File: src/hdl/ikcf_pkg.sv
`timescale 1ns / 1ps
// ----------------------------------------------------------------------------
// ikcf_pkg: shared types and constants for the chain follow solver
// Word layouts, datapath op codes and the controller/datapath handshake structs.
// ----------------------------------------------------------------------------
package ikcf_pkg;

  localparam int unsigned SEGMENTS = 4;
  localparam int unsigned SegIdxW  = (SEGMENTS > 1) ? $clog2(SEGMENTS) : 1;

  localparam int unsigned CoordW   = 20;
  localparam int unsigned DirW     = 16;
  localparam int unsigned LenW     = 16;
  localparam int unsigned DiffW    = 21;
  localparam int unsigned ProdW    = 2 * DiffW;
  localparam int unsigned OffW     = 18;
  localparam int unsigned RootW    = 29;
  localparam int unsigned SqSteps  = RootW;
  localparam int unsigned QuotW    = 17;
  localparam int unsigned DvdW     = 45;
  localparam int unsigned StepCntW = 5;
  localparam int unsigned CfgIdxW  = 2;

  localparam logic [CfgIdxW-1:0] CfgSegLen = 2'd0;
  localparam logic [CfgIdxW-1:0] CfgBaseX  = 2'd1;
  localparam logic [CfgIdxW-1:0] CfgBaseY  = 2'd2;

  localparam logic [LenW-1:0]    SegLenReset = 16'd640;
  localparam logic signed [DirW-1:0] OneQ14  = 16'sd16384;

  typedef logic [4:0] op_t;
  localparam op_t OpNone       = 5'd0;
  localparam op_t OpLoad       = 5'd1;
  localparam op_t OpDiff       = 5'd2;
  localparam op_t OpMulDxDx    = 5'd3;
  localparam op_t OpMulDyDy    = 5'd4;
  localparam op_t OpN2         = 5'd5;
  localparam op_t OpSqInit     = 5'd6;
  localparam op_t OpSqStep     = 5'd7;
  localparam op_t OpMulDxL     = 5'd8;
  localparam op_t OpMulDyL     = 5'd9;
  localparam op_t OpDivInit    = 5'd10;
  localparam op_t OpDivStep    = 5'd11;
  localparam op_t OpDivSave    = 5'd12;
  localparam op_t OpCommit     = 5'd13;
  localparam op_t OpMulLc      = 5'd14;
  localparam op_t OpMulLs      = 5'd15;
  localparam op_t OpOffX       = 5'd16;
  localparam op_t OpOffY       = 5'd17;
  localparam op_t OpCommitKeep = 5'd18;
  localparam op_t OpSetBase    = 5'd19;
  localparam op_t OpEnd        = 5'd20;
  localparam op_t OpWrOrg      = 5'd21;
  localparam op_t OpEmit       = 5'd22;

  typedef enum logic [1:0] {
    DivCos  = 2'd0,
    DivSin  = 2'd1,
    DivOffX = 2'd2,
    DivOffY = 2'd3
  } div_sel_e;

  typedef struct packed {
    op_t                op;
    logic [SegIdxW-1:0] idx;
    div_sel_e           dsel;
  } cmd_t;

  typedef struct packed {
    logic n2_zero;
    logic out_free;
  } status_t;

  typedef struct packed {
    logic signed [CoordW-1:0] target_x;
    logic signed [CoordW-1:0] target_y;
  } in_word_t;

  typedef struct packed {
    logic [3:0]               segment_index;
    logic signed [CoordW-1:0] start_x;
    logic signed [CoordW-1:0] start_y;
    logic signed [CoordW-1:0] stop_x;
    logic signed [CoordW-1:0] stop_y;
    logic                     last;
  } out_word_t;

endpackage

File: src/hdl/ikcf_dp.sv
`timescale 1ns / 1ps
// ----------------------------------------------------------------------------
// ikcf_dp: solver datapath
// Segment store, shared multiplier, serial square root, serial divider, output register.
// ----------------------------------------------------------------------------
module ikcf_dp (
  input  logic                              clk_i,
  input  logic                              rst_ni,
  input  ikcf_pkg::cmd_t                    cmd_i,
  output ikcf_pkg::status_t                 status_o,
  input  ikcf_pkg::in_word_t                in_data_i,
  input  logic                              cfg_we_i,
  input  logic [ikcf_pkg::CfgIdxW-1:0]      cfg_index_i,
  input  logic [ikcf_pkg::CoordW-1:0]       cfg_data_i,
  output logic                              out_valid_o,
  input  logic                              out_ready_i,
  output ikcf_pkg::out_word_t               out_data_o
);

  function automatic logic signed [ikcf_pkg::CoordW-1:0] sat20(
    input logic signed [ikcf_pkg::DiffW-1:0] v
  );
    logic signed [ikcf_pkg::CoordW-1:0] r;
    begin
      if (v[ikcf_pkg::DiffW-1] != v[ikcf_pkg::DiffW-2]) begin
        r = v[ikcf_pkg::DiffW-1] ? {1'b1, {(ikcf_pkg::CoordW-1){1'b0}}}
                                 : {1'b0, {(ikcf_pkg::CoordW-1){1'b1}}};
      end else begin
        r = v[ikcf_pkg::CoordW-1:0];
      end
      return r;
    end
  endfunction

  // configuration
  logic [ikcf_pkg::LenW-1:0]          seg_len_q;
  logic signed [ikcf_pkg::CoordW-1:0] base_x_q, base_y_q;

  // segment store
  logic signed [ikcf_pkg::CoordW-1:0] org_x_q [ikcf_pkg::SEGMENTS];
  logic signed [ikcf_pkg::CoordW-1:0] org_y_q [ikcf_pkg::SEGMENTS];
  logic signed [ikcf_pkg::DirW-1:0]   cos_q   [ikcf_pkg::SEGMENTS];
  logic signed [ikcf_pkg::DirW-1:0]   sin_q   [ikcf_pkg::SEGMENTS];

  // working registers
  logic signed [ikcf_pkg::CoordW-1:0] aim_x_q, aim_y_q, end_x_q, end_y_q;
  logic signed [ikcf_pkg::DiffW-1:0]  dx_q, dy_q;
  logic signed [ikcf_pkg::ProdW-1:0]  prod_q;
  logic [ikcf_pkg::ProdW-1:0]         n2_q;
  logic [ikcf_pkg::ProdW+15:0]        sq_v_q;
  logic [ikcf_pkg::RootW+1:0]         sq_rem_q;
  logic [ikcf_pkg::RootW-1:0]         root_q;
  logic [ikcf_pkg::RootW-1:0]         div_rem_q;
  logic [ikcf_pkg::QuotW-1:0]         dlow_q, quot_q;
  logic                               neg_q;
  logic signed [ikcf_pkg::DirW-1:0]   new_cos_q, new_sin_q;
  logic signed [ikcf_pkg::OffW-1:0]   off_x_q, off_y_q;
  logic                               out_valid_q;
  ikcf_pkg::out_word_t                out_q;

  // selected segment
  logic signed [ikcf_pkg::CoordW-1:0] rd_org_x, rd_org_y;
  logic signed [ikcf_pkg::DirW-1:0]   rd_cos, rd_sin;
  assign rd_org_x = org_x_q[cmd_i.idx];
  assign rd_org_y = org_y_q[cmd_i.idx];
  assign rd_cos   = cos_q[cmd_i.idx];
  assign rd_sin   = sin_q[cmd_i.idx];

  // shared multiplier
  logic signed [ikcf_pkg::DiffW-1:0] mul_a, mul_b, len_s;
  logic signed [ikcf_pkg::ProdW-1:0] mul_p;
  assign len_s = signed'({5'b0, seg_len_q});
  always_comb begin
    mul_a = '0;
    mul_b = '0;
    case (cmd_i.op)
      ikcf_pkg::OpMulDxDx: begin mul_a = dx_q;  mul_b = dx_q; end
      ikcf_pkg::OpMulDyDy: begin mul_a = dy_q;  mul_b = dy_q; end
      ikcf_pkg::OpMulDxL:  begin mul_a = dx_q;  mul_b = len_s; end
      ikcf_pkg::OpMulDyL:  begin mul_a = dy_q;  mul_b = len_s; end
      ikcf_pkg::OpMulLc:   begin mul_a = len_s; mul_b = ikcf_pkg::DiffW'(rd_cos); end
      ikcf_pkg::OpMulLs:   begin mul_a = len_s; mul_b = ikcf_pkg::DiffW'(rd_sin); end
      default: ;
    endcase
  end
  assign mul_p = mul_a * mul_b;

  // magnitudes
  logic [ikcf_pkg::DiffW-1:0] dx_abs, dy_abs;
  logic [ikcf_pkg::ProdW-1:0] p_abs;
  assign dx_abs = dx_q[ikcf_pkg::DiffW-1] ? ikcf_pkg::DiffW'(-dx_q) : dx_q;
  assign dy_abs = dy_q[ikcf_pkg::DiffW-1] ? ikcf_pkg::DiffW'(-dy_q) : dy_q;
  assign p_abs  = prod_q[ikcf_pkg::ProdW-1] ? ikcf_pkg::ProdW'(-prod_q) : prod_q;

  // end offset: product / 16384, rounded half away from zero
  logic [ikcf_pkg::ProdW-1:0]       rnd_sum;
  logic signed [ikcf_pkg::OffW-1:0] rnd_mag, rnd_off;
  assign rnd_sum = p_abs + ikcf_pkg::ProdW'(8192);
  assign rnd_mag = signed'(rnd_sum[ikcf_pkg::OffW+13:14]);
  assign rnd_off = prod_q[ikcf_pkg::ProdW-1] ? -rnd_mag : rnd_mag;

  // square root step (two radicand bits per cycle)
  logic [ikcf_pkg::RootW+3:0] sq_r2, sq_t;
  assign sq_r2 = {sq_rem_q, sq_v_q[ikcf_pkg::ProdW+15:ikcf_pkg::ProdW+14]};
  assign sq_t  = {2'b00, root_q, 2'b01};

  // divider init and step
  logic [ikcf_pkg::DvdW+4:0] mag_w;
  logic [ikcf_pkg::DvdW-1:0] dvd;
  logic                      dvd_neg;
  always_comb begin
    mag_w   = '0;
    dvd_neg = 1'b0;
    case (cmd_i.dsel)
      ikcf_pkg::DivCos: begin
        mag_w = (ikcf_pkg::DvdW+5)'({dx_abs, 22'b0}); dvd_neg = dx_q[ikcf_pkg::DiffW-1];
      end
      ikcf_pkg::DivSin: begin
        mag_w = (ikcf_pkg::DvdW+5)'({dy_abs, 22'b0}); dvd_neg = dy_q[ikcf_pkg::DiffW-1];
      end
      default: begin
        mag_w = {p_abs, 8'b0}; dvd_neg = prod_q[ikcf_pkg::ProdW-1];
      end
    endcase
  end
  assign dvd = mag_w[ikcf_pkg::DvdW-1:0] + ikcf_pkg::DvdW'(root_q >> 1);

  logic [ikcf_pkg::RootW:0]         div_r2;
  logic                             div_ge;
  logic signed [ikcf_pkg::OffW-1:0] q_mag, q_s;
  assign div_r2 = {div_rem_q, dlow_q[ikcf_pkg::QuotW-1]};
  assign div_ge = div_r2 >= {1'b0, root_q};
  assign q_mag  = signed'({1'b0, quot_q});
  assign q_s    = neg_q ? -q_mag : q_mag;

  // placement and ends
  logic signed [ikcf_pkg::CoordW-1:0] nx, ny, ex, ey;
  assign nx = sat20(ikcf_pkg::DiffW'(aim_x_q) - ikcf_pkg::DiffW'(off_x_q));
  assign ny = sat20(ikcf_pkg::DiffW'(aim_y_q) - ikcf_pkg::DiffW'(off_y_q));
  assign ex = sat20(ikcf_pkg::DiffW'(rd_org_x) + ikcf_pkg::DiffW'(off_x_q));
  assign ey = sat20(ikcf_pkg::DiffW'(rd_org_y) + ikcf_pkg::DiffW'(off_y_q));

  always_ff @(posedge clk_i or negedge rst_ni) begin
    if (!rst_ni) begin
      seg_len_q <= ikcf_pkg::SegLenReset;
      base_x_q  <= '0;
      base_y_q  <= '0;
    end else if (cfg_we_i) begin
      case (cfg_index_i)
        ikcf_pkg::CfgSegLen: seg_len_q <= cfg_data_i[ikcf_pkg::LenW-1:0];
        ikcf_pkg::CfgBaseX:  base_x_q  <= signed'(cfg_data_i);
        ikcf_pkg::CfgBaseY:  base_y_q  <= signed'(cfg_data_i);
        default: ;
      endcase
    end
  end

  always_ff @(posedge clk_i or negedge rst_ni) begin
    if (!rst_ni) begin
      for (int i = 0; i < ikcf_pkg::SEGMENTS; i++) begin
        org_x_q[i] <= '0;
        org_y_q[i] <= '0;
        cos_q[i]   <= ikcf_pkg::OneQ14;
        sin_q[i]   <= '0;
      end
    end else begin
      case (cmd_i.op)
        ikcf_pkg::OpCommit: begin
          org_x_q[cmd_i.idx] <= nx;
          org_y_q[cmd_i.idx] <= ny;
          cos_q[cmd_i.idx]   <= new_cos_q;
          sin_q[cmd_i.idx]   <= new_sin_q;
        end
        ikcf_pkg::OpCommitKeep: begin
          org_x_q[cmd_i.idx] <= nx;
          org_y_q[cmd_i.idx] <= ny;
        end
        ikcf_pkg::OpSetBase: begin
          org_x_q[ikcf_pkg::SEGMENTS-1] <= base_x_q;
          org_y_q[ikcf_pkg::SEGMENTS-1] <= base_y_q;
        end
        ikcf_pkg::OpWrOrg: begin
          org_x_q[cmd_i.idx] <= end_x_q;
          org_y_q[cmd_i.idx] <= end_y_q;
        end
        default: ;
      endcase
    end
  end

  always_ff @(posedge clk_i) begin
    case (cmd_i.op)
      ikcf_pkg::OpLoad: begin
        aim_x_q <= in_data_i.target_x;
        aim_y_q <= in_data_i.target_y;
      end
      ikcf_pkg::OpDiff: begin
        dx_q <= ikcf_pkg::DiffW'(aim_x_q) - ikcf_pkg::DiffW'(rd_org_x);
        dy_q <= ikcf_pkg::DiffW'(aim_y_q) - ikcf_pkg::DiffW'(rd_org_y);
      end
      ikcf_pkg::OpMulDxDx, ikcf_pkg::OpMulDxL, ikcf_pkg::OpMulDyL,
      ikcf_pkg::OpMulLc, ikcf_pkg::OpMulLs: prod_q <= mul_p;
      ikcf_pkg::OpMulDyDy: begin
        n2_q   <= unsigned'(prod_q);
        prod_q <= mul_p;
      end
      ikcf_pkg::OpN2: n2_q <= n2_q + unsigned'(prod_q);
      ikcf_pkg::OpSqInit: begin
        sq_v_q   <= {n2_q, 16'b0};
        sq_rem_q <= '0;
        root_q   <= '0;
      end
      ikcf_pkg::OpSqStep: begin
        sq_v_q <= {sq_v_q[ikcf_pkg::ProdW+13:0], 2'b00};
        if (sq_r2 >= sq_t) begin
          sq_rem_q <= (ikcf_pkg::RootW+2)'(sq_r2 - sq_t);
          root_q   <= {root_q[ikcf_pkg::RootW-2:0], 1'b1};
        end else begin
          sq_rem_q <= sq_r2[ikcf_pkg::RootW+1:0];
          root_q   <= {root_q[ikcf_pkg::RootW-2:0], 1'b0};
        end
      end
      ikcf_pkg::OpDivInit: begin
        div_rem_q <= {1'b0, dvd[ikcf_pkg::DvdW-1:ikcf_pkg::QuotW]};
        dlow_q    <= dvd[ikcf_pkg::QuotW-1:0];
        quot_q    <= '0;
        neg_q     <= dvd_neg;
      end
      ikcf_pkg::OpDivStep: begin
        dlow_q <= {dlow_q[ikcf_pkg::QuotW-2:0], 1'b0};
        quot_q <= {quot_q[ikcf_pkg::QuotW-2:0], div_ge};
        div_rem_q <= div_ge ? ikcf_pkg::RootW'(div_r2 - {1'b0, root_q})
                            : div_r2[ikcf_pkg::RootW-1:0];
      end
      ikcf_pkg::OpDivSave: begin
        case (cmd_i.dsel)
          ikcf_pkg::DivCos:  new_cos_q <= q_s[ikcf_pkg::DirW-1:0];
          ikcf_pkg::DivSin:  new_sin_q <= q_s[ikcf_pkg::DirW-1:0];
          ikcf_pkg::DivOffX: off_x_q   <= q_s;
          default:           off_y_q   <= q_s;
        endcase
      end
      ikcf_pkg::OpOffX: off_x_q <= rnd_off;
      ikcf_pkg::OpOffY: off_y_q <= rnd_off;
      ikcf_pkg::OpCommit, ikcf_pkg::OpCommitKeep: begin
        aim_x_q <= nx;
        aim_y_q <= ny;
      end
      ikcf_pkg::OpEnd: begin
        end_x_q <= ex;
        end_y_q <= ey;
      end
      ikcf_pkg::OpEmit: begin
        out_q.segment_index <= 4'(cmd_i.idx);
        out_q.start_x       <= rd_org_x;
        out_q.start_y       <= rd_org_y;
        out_q.stop_x        <= end_x_q;
        out_q.stop_y        <= end_y_q;
        out_q.last          <= (cmd_i.idx == ikcf_pkg::SegIdxW'(ikcf_pkg::SEGMENTS - 1));
      end
      default: ;
    endcase
  end

  always_ff @(posedge clk_i or negedge rst_ni) begin
    if (!rst_ni) begin
      out_valid_q <= 1'b0;
    end else if (cmd_i.op == ikcf_pkg::OpEmit) begin
      out_valid_q <= 1'b1;
    end else if (out_ready_i) begin
      out_valid_q <= 1'b0;
    end
  end

  assign out_valid_o       = out_valid_q;
  assign out_data_o        = out_q;
  assign status_o.n2_zero  = (n2_q == '0);
  assign status_o.out_free = !out_valid_q || out_ready_i;

endmodule

File: src/hdl/ikcf_ctrl.sv
`timescale 1ns / 1ps
// ----------------------------------------------------------------------------
// ikcf_ctrl: solver sequencer
// Steps the datapath through forward pass, backward pass and result output.
// ----------------------------------------------------------------------------
module ikcf_ctrl (
  input  logic              clk_i,
  input  logic              rst_ni,
  input  logic              in_valid_i,
  output logic              in_ready_o,
  input  ikcf_pkg::status_t status_i,
  output ikcf_pkg::cmd_t    cmd_o
);

  localparam logic [4:0] StIdle  = 5'd0;
  localparam logic [4:0] StFDiff = 5'd1;
  localparam logic [4:0] StFSqx  = 5'd2;
  localparam logic [4:0] StFSqy  = 5'd3;
  localparam logic [4:0] StFN2   = 5'd4;
  localparam logic [4:0] StFChk  = 5'd5;
  localparam logic [4:0] StFSq   = 5'd6;
  localparam logic [4:0] StFMl   = 5'd7;
  localparam logic [4:0] StFDi   = 5'd8;
  localparam logic [4:0] StFDs   = 5'd9;
  localparam logic [4:0] StFDw   = 5'd10;
  localparam logic [4:0] StFCm   = 5'd11;
  localparam logic [4:0] StZMc   = 5'd12;
  localparam logic [4:0] StZOx   = 5'd13;
  localparam logic [4:0] StZMs   = 5'd14;
  localparam logic [4:0] StZOy   = 5'd15;
  localparam logic [4:0] StZCm   = 5'd16;
  localparam logic [4:0] StBBase = 5'd17;
  localparam logic [4:0] StEMc   = 5'd18;
  localparam logic [4:0] StEOx   = 5'd19;
  localparam logic [4:0] StEMs   = 5'd20;
  localparam logic [4:0] StEOy   = 5'd21;
  localparam logic [4:0] StEEnd  = 5'd22;
  localparam logic [4:0] StBWr   = 5'd23;
  localparam logic [4:0] StOEm   = 5'd24;

  localparam logic [ikcf_pkg::SegIdxW-1:0] LastIdx =
    ikcf_pkg::SegIdxW'(ikcf_pkg::SEGMENTS - 1);

  logic [4:0]                       state_q, state_d;
  logic [ikcf_pkg::SegIdxW-1:0]     idx_q, idx_d;
  logic [ikcf_pkg::StepCntW-1:0]    cnt_q, cnt_d;
  ikcf_pkg::div_sel_e               dph_q, dph_d;
  logic                             bwd_q, bwd_d;

  always_comb begin
    state_d    = state_q;
    idx_d      = idx_q;
    cnt_d      = cnt_q;
    dph_d      = dph_q;
    bwd_d      = bwd_q;
    in_ready_o = 1'b0;
    cmd_o.op   = ikcf_pkg::OpNone;
    cmd_o.idx  = idx_q;
    cmd_o.dsel = dph_q;
    case (state_q)
      StIdle: begin
        in_ready_o = 1'b1;
        if (in_valid_i) begin
          cmd_o.op = ikcf_pkg::OpLoad;
          idx_d    = '0;
          state_d  = StFDiff;
        end
      end
      StFDiff: begin cmd_o.op = ikcf_pkg::OpDiff;    state_d = StFSqx; end
      StFSqx:  begin cmd_o.op = ikcf_pkg::OpMulDxDx; state_d = StFSqy; end
      StFSqy:  begin cmd_o.op = ikcf_pkg::OpMulDyDy; state_d = StFN2;  end
      StFN2:   begin cmd_o.op = ikcf_pkg::OpN2;      state_d = StFChk; end
      StFChk: begin
        if (status_i.n2_zero) begin
          state_d = StZMc;
        end else begin
          cmd_o.op = ikcf_pkg::OpSqInit;
          cnt_d    = '0;
          state_d  = StFSq;
        end
      end
      StFSq: begin
        cmd_o.op = ikcf_pkg::OpSqStep;
        cnt_d    = cnt_q + 1'b1;
        if (cnt_q == ikcf_pkg::StepCntW'(ikcf_pkg::SqSteps - 1)) begin
          dph_d   = ikcf_pkg::DivCos;
          state_d = StFDi;
        end
      end
      StFMl: begin
        cmd_o.op = (dph_q == ikcf_pkg::DivOffX) ? ikcf_pkg::OpMulDxL : ikcf_pkg::OpMulDyL;
        state_d  = StFDi;
      end
      StFDi: begin
        cmd_o.op = ikcf_pkg::OpDivInit;
        cnt_d    = '0;
        state_d  = StFDs;
      end
      StFDs: begin
        cmd_o.op = ikcf_pkg::OpDivStep;
        cnt_d    = cnt_q + 1'b1;
        if (cnt_q == ikcf_pkg::StepCntW'(ikcf_pkg::QuotW - 1)) state_d = StFDw;
      end
      StFDw: begin
        cmd_o.op = ikcf_pkg::OpDivSave;
        case (dph_q)
          ikcf_pkg::DivCos:  begin dph_d = ikcf_pkg::DivSin;  state_d = StFDi; end
          ikcf_pkg::DivSin:  begin dph_d = ikcf_pkg::DivOffX; state_d = StFMl; end
          ikcf_pkg::DivOffX: begin dph_d = ikcf_pkg::DivOffY; state_d = StFMl; end
          default:           state_d = StFCm;
        endcase
      end
      StFCm, StZCm: begin
        cmd_o.op = (state_q == StFCm) ? ikcf_pkg::OpCommit : ikcf_pkg::OpCommitKeep;
        if (idx_q == LastIdx) begin
          state_d = StBBase;
        end else begin
          idx_d   = idx_q + 1'b1;
          state_d = StFDiff;
        end
      end
      StZMc: begin cmd_o.op = ikcf_pkg::OpMulLc; state_d = StZOx; end
      StZOx: begin cmd_o.op = ikcf_pkg::OpOffX;  state_d = StZMs; end
      StZMs: begin cmd_o.op = ikcf_pkg::OpMulLs; state_d = StZOy; end
      StZOy: begin cmd_o.op = ikcf_pkg::OpOffY;  state_d = StZCm; end
      StBBase: begin
        cmd_o.op = ikcf_pkg::OpSetBase;
        idx_d    = LastIdx;
        bwd_d    = (ikcf_pkg::SEGMENTS > 1);
        state_d  = StEMc;
      end
      StEMc: begin cmd_o.op = ikcf_pkg::OpMulLc; state_d = StEOx; end
      StEOx: begin cmd_o.op = ikcf_pkg::OpOffX;  state_d = StEMs; end
      StEMs: begin cmd_o.op = ikcf_pkg::OpMulLs; state_d = StEOy; end
      StEOy: begin cmd_o.op = ikcf_pkg::OpOffY;  state_d = StEEnd; end
      StEEnd: begin
        cmd_o.op = ikcf_pkg::OpEnd;
        if (bwd_q) begin
          idx_d   = idx_q - 1'b1;
          state_d = StBWr;
        end else begin
          state_d = StOEm;
        end
      end
      StBWr: begin
        cmd_o.op = ikcf_pkg::OpWrOrg;
        bwd_d    = (idx_q != '0);
        state_d  = StEMc;
      end
      StOEm: begin
        if (status_i.out_free) begin
          cmd_o.op = ikcf_pkg::OpEmit;
          if (idx_q == LastIdx) begin
            state_d = StIdle;
          end else begin
            idx_d   = idx_q + 1'b1;
            state_d = StEMc;
          end
        end
      end
      default: state_d = StIdle;
    endcase
  end

  always_ff @(posedge clk_i or negedge rst_ni) begin
    if (!rst_ni) begin
      state_q <= StIdle;
      idx_q   <= '0;
      cnt_q   <= '0;
      dph_q   <= ikcf_pkg::DivCos;
      bwd_q   <= 1'b0;
    end else begin
      state_q <= state_d;
      idx_q   <= idx_d;
      cnt_q   <= cnt_d;
      dph_q   <= dph_d;
      bwd_q   <= bwd_d;
    end
  end

endmodule

File: src/hdl/ik_chain_follow_solver.sv
`timescale 1ns / 1ps
// ----------------------------------------------------------------------------
// ik_chain_follow_solver: 2-D follow-the-target IK for a chain of equal segments
// Sequencer plus datapath; one target word in, one result word per segment out.
// ----------------------------------------------------------------------------
// Usage:
//   in  channel : in_valid_i/in_ready_o, word = target point (Q16.4).
//   out channel : out_valid_o/out_ready_i, SEGMENTS words per target, tip first,
//                 last set on the base segment's word.
//   cfg channel : cfg_valid_i/cfg_ready_o, always ready; index 0 segment length,
//                 1 base x, 2 base y. Write only while the solver is idle.
//   Timing: one target at a time. Each forward step runs a serial square root
//   and four divisions through one serial divider, or neither when the
//   direction vector is zero. Backward pass and output then run segment by
//   segment. The divisions take the largest share of each full forward step.
//   Stall: the output register holds a finished word; the sequencer waits on
//   it before loading the next, and in_ready_o only rises after the last word
//   has been loaded. Reset: length 640, base at the origin, all segments at
//   the origin pointing along +x; no clearing pass.
// ----------------------------------------------------------------------------
module ik_chain_follow_solver (
  input  logic                         clk_i,
  input  logic                         rst_ni,
  input  logic                         in_valid_i,
  output logic                         in_ready_o,
  input  ikcf_pkg::in_word_t           in_data_i,
  output logic                         out_valid_o,
  input  logic                         out_ready_i,
  output ikcf_pkg::out_word_t          out_data_o,
  input  logic                         cfg_valid_i,
  output logic                         cfg_ready_o,
  input  logic [ikcf_pkg::CfgIdxW-1:0] cfg_index_i,
  input  logic [ikcf_pkg::CoordW-1:0]  cfg_data_i
);

  ikcf_pkg::cmd_t    cmd;
  ikcf_pkg::status_t status;

  // config registers take a write every cycle
  assign cfg_ready_o = 1'b1;

  ikcf_ctrl u_ctrl (
    .clk_i      (clk_i),
    .rst_ni     (rst_ni),
    .in_valid_i (in_valid_i),
    .in_ready_o (in_ready_o),
    .status_i   (status),
    .cmd_o      (cmd)
  );

  ikcf_dp u_dp (
    .clk_i       (clk_i),
    .rst_ni      (rst_ni),
    .cmd_i       (cmd),
    .status_o    (status),
    .in_data_i   (in_data_i),
    .cfg_we_i    (cfg_valid_i),
    .cfg_index_i (cfg_index_i),
    .cfg_data_i  (cfg_data_i),
    .out_valid_o (out_valid_o),
    .out_ready_i (out_ready_i),
    .out_data_o  (out_data_o)
  );

endmodule

File: config.mk
export PLATFORM = sky130hd
export DESIGN_NAME = ik_chain_follow_solver
export DESIGN_NICKNAME = d
export VERILOG_FILES = /design/src/hdl/ikcf_pkg.sv /design/src/hdl/ikcf_dp.sv /design/src/hdl/ikcf_ctrl.sv /design/src/hdl/ik_chain_follow_solver.sv
export SDC_FILE = /design/constraint.sdc
export NUM_CORES = 2
export LEC_CHECK = 0
export ABC_CLOCK_PERIOD_IN_PS = 11200
export BUFFER_PORTS_ARGS = -buffer_cell sky130_fd_sc_hd__buf_4
export CAP_MARGIN = 25
export CORE_MARGIN = 5
export CORE_UTILIZATION = 65
export CTS_CLUSTER_DIAMETER = 200
export DETAILED_ROUTE_END_ITERATION = 16
export PLACE_DENSITY = 0.8
export SYNTH_ARGS = -nofsm -noshare
export SYNTH_HDL_FRONTEND = slang
export SYNTH_SLANG_ARGS = --single-unit
File: constraint.sdc
create_clock -name clk_i -period 11.2 [get_ports clk_i]
set_input_delay 2.24 -clock clk_i [delete_from_list [all_inputs] [get_ports clk_i]]
set_output_delay 2.24 -clock clk_i [all_outputs]
set_load 0.01 [all_outputs]
## Yosys cells after proc, flatten, opt, wreduce, memory -nomap -nowiden

Index checks and enable logic that the tools add are counted.

- $lt $le $gt $ge: 4
- Add/sub/neg operators: 19
- Bitwise gates (word level): 1
- Eq/ne operators: 66
- $mul: 1
- Mux-type cells: 89
- Reduce and logical (&&, ||, !) cells: 47

Operators by type and width:

| operator | number |
|---|---|
| $bwmux 80 | 4 |
| $mux 20 | 13 |
| $pmux 60 s2 | 2 |
| $bwmux 64 | 2 |
| $pmux 20 s3 | 2 |
| $pmux 29 s2 | 2 |
| $pmux 58 s2 | 1 |
| $pmux 5 s23 | 1 |
| $pmux 21 s5 | 1 |
| $pmux 5 s20 | 1 |
| $eq 5x5->1 const B | 18 |
| $pmux 45 s2 | 1 |
| $pmux 42 s2 | 1 |
| $bmux 20 s2 | 2 |
| $eq 5x4->1 const B | 16 |
| $mux 16 | 5 |
| $pmux 20 s2 | 2 |
| $mux 18 | 4 |
| $pmux 18 s2 | 2 |
| $pmux 17 s2 | 2 |
| $bmux 16 s2 | 2 |
| $pmux 21 s3 | 1 |
| $pmux 31 s2 | 1 |
| $add 45x28->45 | 1 |
| other kinds (61) | 140 |

- Bits in registers: 899
- Input port bits: 67
- Output and inout bits: 88
- Word-level logic and storage cells: 277

## Depth between registers and ports, before layout

- Depth after elaboration: 8
- Depth in mapped cells: 39
- Depth with buffers taken out: 37

## Modules after synthesis

From an unflattened synthesis, not the netlist that was laid out.

- Cell total of the unflattened synthesis: 7259
- Area total of the unflattened synthesis: 70229.9 um^2

Modules (own cells, without submodules):

| module | cells an instance | sequential area each (um^2) | times used | area each (um^2) |
|---|---|---|---|---|
| ikcf_dp | 7049 | 24345.8 | 1 | 68652.1 |
| ikcf_ctrl | 208 | 375.4 | 1 | 1566.5 |
| ik_chain_follow_solver | 2 | 0.0 | 1 | 11.3 |

## Worst setup path after synthesis

Ideal clock, no wire load.

- Kind: in2reg
- Start point: input port out_ready_i
- End point: register u_dp.prod_q[39] in the netlist's numbering (data pin)
- Data arrival time: 11533 ps
- Stages on the path: 37
- Data required time: 10942 ps
- Buffers on the path: 2
- Library setup time: 258 ps
- Setup slack: -590 ps
- Cell sequence: nand2b_1 > nand2_1 > a21oi_1 > o21ai_0 > a21oi_1 > a211o_1 > o41ai_1 > clkbuf_1 > nand2_1 > nand2_1 > clkbuf_1 > nand2_1 > fa_1 > inv_1 > fa_1 > inv_1 > fa_1 > inv_1 > fa_1 > fa_1 > fa_1 > inv_1 > fa_1 > inv_1 > ha_1 > and3_1 > and3_1 > nand4_1 > or4b_2 > a21oi_1 > o311a_1 > nor4b_1 > nor4_1 > nor3_1 > o41ai_1 > a21oi_1 > xnor2_1

- Cells in the longest elaborated chain, start to end: 7
- Elaborated cells between the ends (all ways): 16
- Those cells by class: mul (1); eq/ne (6); mux (4); reduce/logical (5)

Ends and longest elaborated chain:

| element | RTL line | text |
|---|---|---|
| from (decl) | ik_chain_follow_solver.sv:28 | `input logic out_ready_i,` |
| $logic_or 1x1->1 * | ikcf_dp.sv:278 | `assign status_o.out_free = !out_valid_q \|\| out_ready_i;` |
| $mux 5 * | ikcf_ctrl.sv:151 | `if (status_i.out_free) begin` |
| $pmux 5 s20 * | ikcf_ctrl.sv:60 | `case (state_q)` |
| $eq 5x4->1, or another cell as far along | ikcf_dp.sv:76 | `case (cmd_i.op)` |
| $reduce_or 2->1 (no source line) | -- |  |
| $pmux 21 s5 / $pmux 21 s3 (equally long branches) | ikcf_dp.sv:76 |  |
| $mul 21x21->42 * | ikcf_dp.sv:86 | `assign mul_p = mul_a * mul_b;` |
| named net u_dp.mul_p (one bit) | ikcf_dp.sv:71 | `logic signed [ikcf_pkg::ProdW-1:0] mul_p;` |
| to (signal assigned) | ikcf_dp.sv:202 | `ikcf_pkg::OpMulLc, ikcf_pkg::OpMulLs: prod_q <= mul_p;` |
| to (signal assigned) | ikcf_dp.sv:205 | `prod_q <= mul_p;` |
| to (decl) | ikcf_dp.sv:48 | `logic signed [ikcf_pkg::ProdW-1:0] prod_q;` |

The timed path passes the listed nets; every way through them passes the cells marked *.
A chain may end at the register's enable or synchronous reset.

## Worst setup path after layout

- Start point: input port out_ready_i
- End point: register u_dp.prod_q[40] in the netlist's numbering (data pin)

Same word-level chain as after synthesis.

==> flow_metrics.env <==
export IMPL_outcome="finished, final reports clean"
export IMPL_dr_pass1_iters=6
export IMPL_slew_headroom=0.243
export IMPL_cap_violations=0
export IMPL_min_to="u_dp.out_data_o[24]"
export IMPL_cts_buffer_depth=3
export IMPL_io_buffer_count=151
export IMPL_fin_worst_skew_ns=0.0655
export IMPL_fillers=7659
export IMPL_grt_pass1_wl_mm=328
export IMPL_fp_dieW_um=335
export IMPL_synth_distinct_cells=98
export IMPL_cp_max_fo=8
export IMPL_grt_remaining_overflow=0
export IMPL_max_vdd_ir_drop_uv=245
export IMPL_switching_share=0.493
export IMPL_die_height_um=335
export IMPL_hold_class="reg2reg"
export IMPL_multi_input_area_sq_mm=0.0400
export IMPL_area_delta_synth_final_pct=10.9
export IMPL_synthArstFlopShare=0.408
export IMPL_syn_cell_area_sq_mm=0.0687
export IMPL_comb_power_share=0.651
export IMPL_synth_edf_count=523
export IMPL_drive_gt1_frac=0.137
export IMPL_drc=0
export IMPL_syn_area_per_cell_sq_um=9.87
export IMPL_finalSetupViolCount=0
export IMPL_grt_pass1_vias=54700
export IMPL_fin_crit_sh=0.969
export IMPL_num_rows=119
export IMPL_antenna_found_initial=11
export IMPL_layout_commonest_cell="nand2_1"
export IMPL_start_util=0.653
export IMPL_maxSlewViolCount=0
export IMPL_cpLargestDelayFamily="adder cells"
export IMPL_internal_power_mw=13.6
export IMPL_numClockSinks=883
export IMPL_layout_common_cells="937 x nand2_1, 815 x inv_1, 523 x edfxtp_1"
export IMPL_final_area_sq_mm=0.0762
export IMPL_tightestPinTransition_ns=1.13
export IMPL_hold_viol=0
export IMPL_first_iter_violations=6288
export IMPL_cpMaxStageDelayCell="fa_1"
export IMPL_critPathCaptureType="flop"
export IMPL_place_area_sq_mm=0.0730
export IMPL_hold_depth=0
export IMPL_wl_mm=216
export IMPL_r2r_start="u_dp.n2_q[6]"
export IMPL_dp_hpwl_mm=163
export IMPL_reg2reg_depth=39
export IMPL_dr_total_vias=55600
export IMPL_path_class="in2reg"
export IMPL_cp_depth=39
export IMPL_finalNetCount=8098
export IMPL_ff_latch_area_sq_mm=0.0247
export IMPL_track_usage=0.380
export IMPL_cp_arrival_ns=11.18
export IMPL_cts_tree="done"
export IMPL_rrSetupSlack_ns=0.69
export IMPL_h_tree_depth=3
export IMPL_fmax_mhz=92.2
export IMPL_cpPeakStageDelay_ns=0.53
export IMPL_rsz0062_at_grt="false"
export IMPL_finalPower_mw=26.9
export IMPL_cp_startpoint="out_ready_i"
export IMPL_clk_insertion_delay_late_ns=0.69
export IMPL_dieArea_sq_mm=0.112
export IMPL_worst_ep_required_time_ns=11.53
export IMPL_power_frac_seq=0.231
export IMPL_clock_root_buffer="clkbuf_16"
export IMPL_power_density_mw_per_mm2=353
export IMPL_yosys_most_used_dff="edfxtp_1"
export IMPL_pwr_share_clk=0.118
export IMPL_worstHoldStart="u_dp.end_x_q[3]"
export IMPL_post_drt_wl_per_cell_um=24.9
export IMPL_timing_rr_end="u_dp.prod_q[40]"
export IMPL_synthCells=6960
export IMPL_coreArea_sq_mm=0.105
export IMPL_grt_max_degree=154
export IMPL_ant_nets=0
export IMPL_gp_congestion=1.10
export IMPL_p_sw_mw=13.2
export IMPL_cts_buffers=89
export IMPL_viasPerCell=6.41
export IMPL_postCtsHoldBufs=0
export IMPL_seq_area_frac_synth=0.360
export IMPL_cp_start_kind="input pin"
export IMPL_top_level_ports=155
export IMPL_power_leakage_nw=34.2
export IMPL_path_clk_slew_ns=0.06
export IMPL_cp_buffers_inverters=12
export IMPL_ys_warnings_count=0
export IMPL_ys_ff_latch=883
export IMPL_fin_crit_ns=10.85
## registers in the layout (all words and copies together) (netlist names), 18 cells and up
signal / count
u_dp.end_x_q: 20
u_dp.base_y_q: 20
u_dp.base_x_q: 20
u_dp.sin_q: 64
u_dp.root_q: 29
u_dp.aim_x_q: 20
u_dp.out_data_o: 83
u_dp.org_x_q: 80
u_dp.sq_rem_q: 31
u_dp.cos_q: 64
u_dp.dy_q: 21
u_dp.end_y_q: 20
u_dp.div_rem_q: 29
u_dp.prod_q: 42
u_dp.aim_y_q: 20
u_dp.sq_v_q: 42
u_dp.off_x_q: 18
u_dp.n2_q: 42
u_dp.off_y_q: 18
u_dp.dx_q: 21
u_dp.org_y_q: 80
## final cells by class
cell class,instances,area share
Tap cell,1391,0.0228
Timing Repair Buffer,452,0.0466
Multi-Input combinational cell,4955,0.525
Antenna cell,8,0.000263
Clock buffer,118,0.0324
Inverter,818,0.0403
Sequential cell,883,0.325
Clock inverter,44,0.00846
## cell usage after synthesis (54+ instances only)
| cell | number | share of area |
|---|---|---|
| nand2_1 | 945 | 0.052 |
| inv_1 | 815 | 0.045 |
| edfxtp_1 | 523 | 0.23 |
| fa_1 | 468 | 0.14 |
| nor2_1 | 466 | 0.025 |
| o21ai_0 | 438 | 0.032 |
| ha_1 | 364 | 0.066 |
| a21oi_1 | 354 | 0.026 |
| dfrtp_1 | 354 | 0.13 |
| clkbuf_1 | 268 | 0.015 |
| xnor2_1 | 231 | 0.029 |
| mux2_2 | 208 | 0.034 |
| xor2_1 | 134 | 0.017 |
| a21o_1 | 111 | 0.012 |
| nor3_1 | 87 | 0.0063 |
| nand2b_1 | 76 | 0.0069 |
| mux2i_1 | 73 | 0.011 |
| nand3_1 | 73 | 0.0053 |
| mux4_2 | 72 | 0.024 |
| nor2b_1 | 54 | 0.0049 |
## power groups by stage
stage / clock network [mW] / registers, mW / logic (mW)
after floorplan: 0 / 5.66 / 11.3
after global placement: 0 / 6.14 / 16.5
after detailed placement: 0 / 6.19 / 16.9
after CTS: 3.19 / 6.16 / 17.1
after global routing: 3.33 / 6.27 / 18.9
final: 3.18 / 6.22 / 17.5
## worst max-delay path by stage
stage                       to  slack, ns
2_1_floorplan  u_dp.prod_q[39]       0.04
3_3_place_gp   u_dp.prod_q[39]      -0.41
3_5_place_dp   u_dp.prod_q[39]      -0.63
4_1_cts        u_dp.prod_q[39]       0.07
5_1_grt        u_dp.prod_q[41]       0.02
6_report       u_dp.prod_q[40]       0.35
## cell families after synthesis
kind of cell,after synthesis,synth area share
buffers and inverters,1123,0.0620
muxes,353,0.0683
AOI/OAI and AO/OA,1410,0.129
and+or+nand+nor,1979,0.129
xor gates and xnor gates,367,0.0470
adders and majority gates,843,0.204
other,2,0.000109
DFF,883,0.360
## repair_timing
action / in CTS / in global routing
resized for setup: 0 / 12
setup endpoints to repair: 0 / 4
setup buffers: 0 / 1
## per-layer routing
metal	share of wire	vias up	track usage
met5	0.00023	-	0
met4	0.069	10	0.207
met3	0.11	756	0.0803
met2	0.45	3310	0.582
met1	0.38	27200	0.513
li1	-	24300	-
## metrics by stage
stage | utilization | worst slack (ns) | std cells | TNS [ns] | hold slack, ns
6_report | 0.725 | 0.352 | 8669 | 0 | 0.477
5_1_grt | 0.725 | 0.0198 | 8665 | 0 | 0.491
4_1_cts | 0.724 | 0.0656 | 8659 | 0 | 0.480
3_5_place_dp | 0.694 | -0.629 | 8497 | -2.46 | 0.465
3_3_place_gp | 0.694 | -0.412 | 8493 | -1.31 | 0.456
2_1_floorplan | - | 0.0362 | 6961 | 0 | 0.423
Power figures use the tool's default switching activity.
